--- src/rtl/tbmcd_pkg.sv ---
// ----------------------------------------------------------------------------
// tbmcd_pkg
// shared button codes, motor command codes and state types for the
// two-button motor command decoder
// ----------------------------------------------------------------------------
package tbmcd_pkg;

    // decoded button levels
    typedef logic [2:0] t_btn;

    localparam t_btn BTN_OFF     = 3'd0;
    localparam t_btn BTN_MAN_OPN = 3'd1;
    localparam t_btn BTN_AUT_OPN = 3'd2;
    localparam t_btn BTN_MAN_CLS = 3'd3;
    localparam t_btn BTN_AUT_CLS = 3'd4;

    // motor command codes as seen on the output port
    typedef logic [2:0] t_mc_code;

    localparam t_mc_code MC_STOP    = 3'd0;
    localparam t_mc_code MC_OFF     = 3'd1;
    localparam t_mc_code MC_MAN_OPN = 3'd2;
    localparam t_mc_code MC_AUT_OPN = 3'd3;
    localparam t_mc_code MC_MAN_CLS = 3'd4;
    localparam t_mc_code MC_AUT_CLS = 3'd5;
    localparam t_mc_code MC_REV_OPN = 3'd6;
    localparam t_mc_code MC_REV_CLS = 3'd7;

    // command state machine, one-hot
    typedef enum logic [7:0] {
        ST_STOP    = 8'b0000_0001,
        ST_OFF     = 8'b0000_0010,
        ST_MAN_OPN = 8'b0000_0100,
        ST_AUT_OPN = 8'b0000_1000,
        ST_MAN_CLS = 8'b0001_0000,
        ST_AUT_CLS = 8'b0010_0000,
        ST_REV_OPN = 8'b0100_0000,
        ST_REV_CLS = 8'b1000_0000
    } t_mc_state;

    // full decoder state
    typedef struct packed {
        t_mc_state cmd;
        logic      auto_open_first;
        logic      auto_close_first;
    } t_state;

    // one-hot state to output code
    function automatic t_mc_code state_to_code(input t_mc_state st);
        t_mc_code code;
        unique case (st)
            ST_STOP:    code = MC_STOP;
            ST_OFF:     code = MC_OFF;
            ST_MAN_OPN: code = MC_MAN_OPN;
            ST_AUT_OPN: code = MC_AUT_OPN;
            ST_MAN_CLS: code = MC_MAN_CLS;
            ST_AUT_CLS: code = MC_AUT_CLS;
            ST_REV_OPN: code = MC_REV_OPN;
            ST_REV_CLS: code = MC_REV_CLS;
            default:    code = MC_STOP;
        endcase
        return code;
    endfunction

endpackage

--- src/rtl/tbmcd_next.sv ---
// ----------------------------------------------------------------------------
// tbmcd_next
// next-state logic of the motor command state machine for one button sample
// ----------------------------------------------------------------------------
module tbmcd_next (
    input  tbmcd_pkg::t_state i_cur,
    input  tbmcd_pkg::t_btn   i_b1,
    input  tbmcd_pkg::t_btn   i_b2,
    input  logic              i_normed,
    output tbmcd_pkg::t_state o_nxt
);
    import tbmcd_pkg::*;

    logic b1_off;
    logic b2_off;

    assign b1_off = (i_b1 == BTN_OFF);
    assign b2_off = (i_b2 == BTN_OFF);

    always_comb begin
        o_nxt = i_cur;
        unique case (i_cur.cmd)
            ST_STOP: begin
                if (b1_off && b2_off) o_nxt.cmd = ST_OFF;
            end
            ST_OFF: begin
                if (i_b1 == BTN_AUT_OPN) begin
                    if (i_normed) begin
                        o_nxt.cmd             = ST_AUT_OPN;
                        o_nxt.auto_open_first = 1'b1;
                    end else begin
                        o_nxt.cmd = ST_MAN_OPN;
                    end
                end
                // close wins when both auto levels arrive together
                if (i_b2 == BTN_AUT_CLS) begin
                    if (i_normed) begin
                        o_nxt.cmd              = ST_AUT_CLS;
                        o_nxt.auto_close_first = 1'b1;
                    end else begin
                        o_nxt.cmd = ST_MAN_CLS;
                    end
                end
            end
            ST_MAN_OPN: begin
                if (b1_off) o_nxt.cmd = ST_OFF;
                if (!b2_off) o_nxt.cmd = ST_STOP;
            end
            ST_AUT_OPN: begin
                if (i_cur.auto_open_first) begin
                    if (i_b1 == BTN_MAN_OPN) begin
                        o_nxt.cmd             = ST_MAN_OPN;
                        o_nxt.auto_open_first = 1'b0;
                    end else if (b1_off) begin
                        o_nxt.auto_open_first = 1'b0;
                    end
                end else if (!b1_off) begin
                    o_nxt.cmd = ST_STOP;
                end
                if (!b2_off) begin
                    o_nxt.cmd             = ST_STOP;
                    o_nxt.auto_open_first = 1'b0;
                end
            end
            ST_MAN_CLS: begin
                if (!b1_off) o_nxt.cmd = ST_STOP;
                if (b2_off) o_nxt.cmd = ST_OFF;
            end
            ST_AUT_CLS: begin
                if (!b1_off) begin
                    o_nxt.cmd              = ST_STOP;
                    o_nxt.auto_close_first = 1'b0;
                end
                if (o_nxt.auto_close_first) begin
                    if (i_b2 == BTN_AUT_CLS) begin
                        o_nxt.cmd = ST_AUT_CLS;
                    end else if (i_b2 == BTN_MAN_CLS) begin
                        o_nxt.cmd              = ST_MAN_CLS;
                        o_nxt.auto_close_first = 1'b0;
                    end else if (b2_off) begin
                        o_nxt.cmd              = ST_AUT_CLS;
                        o_nxt.auto_close_first = 1'b0;
                    end
                end else if (!b2_off) begin
                    o_nxt.cmd = ST_STOP;
                end
            end
            ST_REV_OPN, ST_REV_CLS: begin
                o_nxt = i_cur;
            end
            default: begin
                o_nxt = i_cur;
            end
        endcase
    end

endmodule

--- src/rtl/two_button_motor_command_decoder.sv ---
// ----------------------------------------------------------------------------
// two_button_motor_command_decoder
// one-touch window switch logic: turns open/close button samples into a
// motor command
// ----------------------------------------------------------------------------
// usage
//   input channel: i_in_valid / o_in_ready carry one button sample request
//     (open button level, close button level, motor normed flag)
//   output channel: o_out_valid / i_out_ready carry one motor command per
//     request, in request order
//   path: input register, then the state update writes the result
//     register, which drives o_out_valid
//   throughput: 1 request per cycle while i_out_ready does not stall; the
//     next-state logic between the input and result registers is combinational
//   reset: synchronous active-low i_rst_n empties both stages and sets the
//     command state to off with both first-press flags clear
//   stall: while i_out_ready is low the result holds; one more request can
//     wait in the input register, after which o_in_ready drops
// ----------------------------------------------------------------------------
module two_button_motor_command_decoder (
    input  logic                 i_clk,
    input  logic                 i_rst_n,
    input  logic                 i_in_valid,
    output logic                 o_in_ready,
    input  tbmcd_pkg::t_btn      i_open_button_cmd,
    input  tbmcd_pkg::t_btn      i_close_button_cmd,
    input  logic                 i_motor_normed,
    output logic                 o_out_valid,
    input  logic                 i_out_ready,
    output tbmcd_pkg::t_mc_code  o_drive_cmd
);
    import tbmcd_pkg::*;

    // input stage
    logic     r_in_vld;
    t_btn     r_b1;
    t_btn     r_b2;
    logic     r_normed;

    // decoder state and result stage
    t_state   r_state;
    t_state   n_state;
    logic     r_out_vld;
    t_mc_code r_out_cmd;

    logic     out_free;   // result register can take a new command
    logic     advance;    // input stage moves into the result stage

    assign out_free   = !r_out_vld || i_out_ready;
    assign advance    = r_in_vld && out_free;
    assign o_in_ready = !r_in_vld || out_free;

    tbmcd_next u_next (
        .i_cur    (r_state),
        .i_b1     (r_b1),
        .i_b2     (r_b2),
        .i_normed (r_normed),
        .o_nxt    (n_state)
    );

    // input register
    always_ff @(posedge i_clk) begin
        if (!i_rst_n) begin
            r_in_vld <= 1'b0;
        end else if (o_in_ready) begin
            r_in_vld <= i_in_valid;
        end
        if (o_in_ready && i_in_valid) begin
            r_b1     <= i_open_button_cmd;
            r_b2     <= i_close_button_cmd;
            r_normed <= i_motor_normed;
        end
    end

    // state update and result register; state and command load only when a request moves on
    always_ff @(posedge i_clk) begin
        if (!i_rst_n) begin
            r_state.cmd              <= ST_OFF;
            r_state.auto_open_first  <= 1'b0;
            r_state.auto_close_first <= 1'b0;
            r_out_vld                <= 1'b0;
        end else begin
            if (advance) begin
                r_state <= n_state;
            end
            if (out_free) begin
                r_out_vld <= r_in_vld;
            end
        end
        if (advance) begin
            r_out_cmd <= state_to_code(n_state.cmd);
        end
    end

    assign o_out_valid = r_out_vld;
    assign o_drive_cmd = r_out_cmd;

`ifndef SYNTH
    // reverse commands cannot be reached from reset
    a_no_reverse: assert property (@(posedge i_clk) disable iff (!i_rst_n)
        o_out_valid |-> (o_drive_cmd != MC_REV_OPN) && (o_drive_cmd != MC_REV_CLS))
        else $error("reverse motor command reached");

    // auto close first-press flag only lives inside the auto close state
    a_close_flag: assert property (@(posedge i_clk) disable iff (!i_rst_n)
        r_state.auto_close_first |-> (r_state.cmd == ST_AUT_CLS))
        else $error("auto close flag set outside auto close");

    // both stages full and receiver stalled: no new request taken
    a_full_stall: assert property (@(posedge i_clk) disable iff (!i_rst_n)
        (r_in_vld && r_out_vld && !i_out_ready) |-> !o_in_ready)
        else $error("request accepted while pipeline full");

    // the decoder state only moves when a request passes to the result stage
    a_state_hold: assert property (@(posedge i_clk) disable iff (!i_rst_n)
        !advance |=> $stable(r_state))
        else $error("decoder state changed without a request");
`endif

endmodule
--- config.mk ---
export PLATFORM = sky130hd
export DESIGN_NAME = two_button_motor_command_decoder
export DESIGN_NICKNAME = d
export VERILOG_FILES = /design/src/rtl/tbmcd_pkg.sv /design/src/rtl/tbmcd_next.sv /design/src/rtl/two_button_motor_command_decoder.sv
export SDC_FILE = /design/constraint.sdc
export NUM_CORES = 1
export LEC_CHECK = 0
export BUFFER_PORTS_ARGS = -buffer_cell sky130_fd_sc_hd__buf_2
export CORE_MARGIN = 5
export CORE_UTILIZATION = 35
export DETAILED_ROUTE_END_ITERATION = 16
export SYNTH_ARGS = -nofsm -noshare
export SYNTH_HDL_FRONTEND = slang
export SYNTH_HIERARCHICAL = 1
export SYNTH_SLANG_ARGS = --single-unit
export TNS_END_PERCENT = 1
--- constraint.sdc ---
create_clock -name i_clk -period 2.8 [get_ports i_clk]
set_clock_uncertainty 0.05 [all_clocks]
set_input_delay 0 -clock i_clk [delete_from_list [all_inputs] [get_ports i_clk]]
set_output_delay 0 -clock i_clk [all_outputs]
set_load 0.01 [all_outputs]
==> metrics.cfg <==
[cells_and_area]
drive_above_1_share_pct=23.08
antennaDiodeCount=0
multi_input_area_um2=948.4
nFillCells=426
seq_area_um2=540.5
stdcell_count=260
layout.nets=220
area_growth_pct=20.19
stdcell_area_um2=1892

[synthesis]
yosysMostFrequentCell=nand3_1
yosysTopAreaCellShare_pct=19.08
synth_edf_count=10
yosys-top-cells-area=edfxtp_1 19%, dfxtp_1 15%, nand3_1 5.7%
synth_cells=179
seq_area_frac_synth_pct=34.34
synthArstFlopShare_pct=0
yosysWarnings=6
synth.avg_cell_area_um2=8.793
synth_nets=190
netlist_area_um2=1574
synth_top_cell_by_area=edfxtp_1
ys_seq_elements=22
yosys_most_used_dff=dfxtp_1
synthDistinctLibCells=52
synthTopCellsByCount=18 x nand3_1, 12 x dfxtp_1, 11 x nor2_1

[route]
routed_wl_um=4025
num_vias=1516
viasPerCell=5.831
route.detailed.drc=0
first_pass_iters=5
drt_iter0_markers=107
antenna_left=0
routedWlPerCell_um=15.48

[setup_path]
cp-start-kind=flop
worstPathArrival_ns=2.64
endpoint_kind=flop
path_class=flop to flop
crit_required_ns=2.77
cp_max_fo=6

[clock_tree]
worstSkewPairLatency_ns=0.26
cts.root.buffer_cell=clkbuf_8
clock_sinks=22
cts_buffers=3
path_clk_slew_ns=0.08
cts-htree-levels=1
clock_path_buffers=2
cts_tree=done

[grt]
grt_pass1_wl_um=6720
grt_max_degree=14
track_usage_pct=13.75
grt_overflow_total=0
grt_pass1_vias=1406
antenna_found_initial=0

[sta]
fmax_mhz=373.4
rsz0062_at_grt=false
fin_crit_sh_pct=95.64
setup_violations=0
max_slew_margin_pct=66.22
tns_ns=0
drv_slew=0
worst_slew_pin_slew_ns=0.5028
period_needed_ns=2.678
finalHoldViolCount=0

[floorplanning]
chipWidth_um=77.06
dieHeight_um=77.06
core-area_um2=4354
ios=16
die_area_um2=5938
start_util_pct=36.15
rows=24

[place]
postPlaceCellArea_um2=1734
gp_congestion=0.9735
place_inst=247
place_hpwl_um=2973
portBuffers=15

[power_and_ir_drop]
power.density_nw_per_um2=369.0
max-vdd-ir-drop_mv=0.2374
finalPower_uw=698.1
leakagePower_uw=0.0006804

[outcome]
status=finished, final reports clean

[job]
maxCapViolations=0

[worst_hold_path]
worstHoldPathType=primary input to flop

power by group:
part	switching [uW]	total (uW)	leakage [uW]	internal (uW)
registers	13.3	364	0.000194	350
clock network	101	199	0.0000231	97.8
logic	68.4	136	0.000464	67.1
timing repair:
action / 4_1_cts / 5_1_grt
hold endpoints to repair: 9 / 0
hold buffers: 9 / 0
endpoints found under the setup margin: 0 / 3
setup buffers: 0 / 0
gates resized for setup: 0 / 4
placed cells by master (no fill, tap or decap), drive strengths merged, types with 3 or more instances in the layout:
cell	n
xnor2	4
a21boi	10
nor2b	4
nand3	18
edfxtp	10
a21oi	7
o31a	3
nand2b	5
clkbuf	3
dfxtp	12
nor3	7
or4	4
nor4	5
o21ai	16
a21o	3
nor4b	7
dlygate4sd3	9
nand2	5
nor2	11
buf	31
path summary, 6_finish.rpt:
kind                from              to  slack, ns  cells after the start
min reg2reg   r_state[1]      r_state[1]       0.49                      2
max reg2reg   r_state[4]  o_drive_cmd[2]       0.12                      8
max           r_state[4]  o_drive_cmd[2]       0.12                      8
min          i_out_ready      r_state[1]       0.10                      4
metrics by stage:
stage,util (%),hold slack [ns],worst slack [ns]
after CTS,42.93,0.08221,0.07436
final,43.45,0.1001,0.1219
after global placement,39.83,0.1265,0.1287
after floorplan,-,0.04887,0.1296
after global routing,43.45,0.1049,0.007398
after detailed placement,39.83,0.1288,0.08201
flip-flops by register name (all words and copies together), names as in the netlist:
| register | flops |
|---|---|
| r_b1 | 3 |
| r_normed | 1 |
| r_state | 10 |
| o_drive_cmd | 3 |
| o_out_valid | 1 |
| r_b2 | 3 |
| r_in_vld | 1 |
kinds of logic (layout without fill, tap and decap cells):
kind of cell,count (synthesis),in the layout,synth area share [%]
simple gates,78,78,29.97
compound gates,57,57,26.07
flops,22,22,34.34
buf+inv,17,46,6.836
xor+xnor,5,5,2.782
area by class of cell:
type | instances | share of cell area (%)
clock inverters | 1 | 0.1984
multi-input cells | 140 | 50.13
clock buffers | 3 | 2.183
well taps | 52 | 3.439
flip-flops and latches | 22 | 28.57
repair buffers | 40 | 15.08
inverters | 2 | 0.3968
critical path: stages (launching register included):
cell	delay [ns]
dfxtp_1	0.46
buf_4	0.19
xor2_1	0.18
a221oi_1	0.12
o211a_1	0.31
o21bai_4	0.20
a221o_1	0.44
nor4b_2	0.20
o31a_1	0.29
routing by layer:
layer,share of wire (%),vias up,global-route usage [%],wire length (um)
met2,47,53,21.73,1896
li1,-,747,-,-
met3,5.4,7,1.522,218
met5,0,-,0,0
met1,46,709,18.69,1832
met4,1.9,0,6.357,76
(Power assumes the default switching activity.)
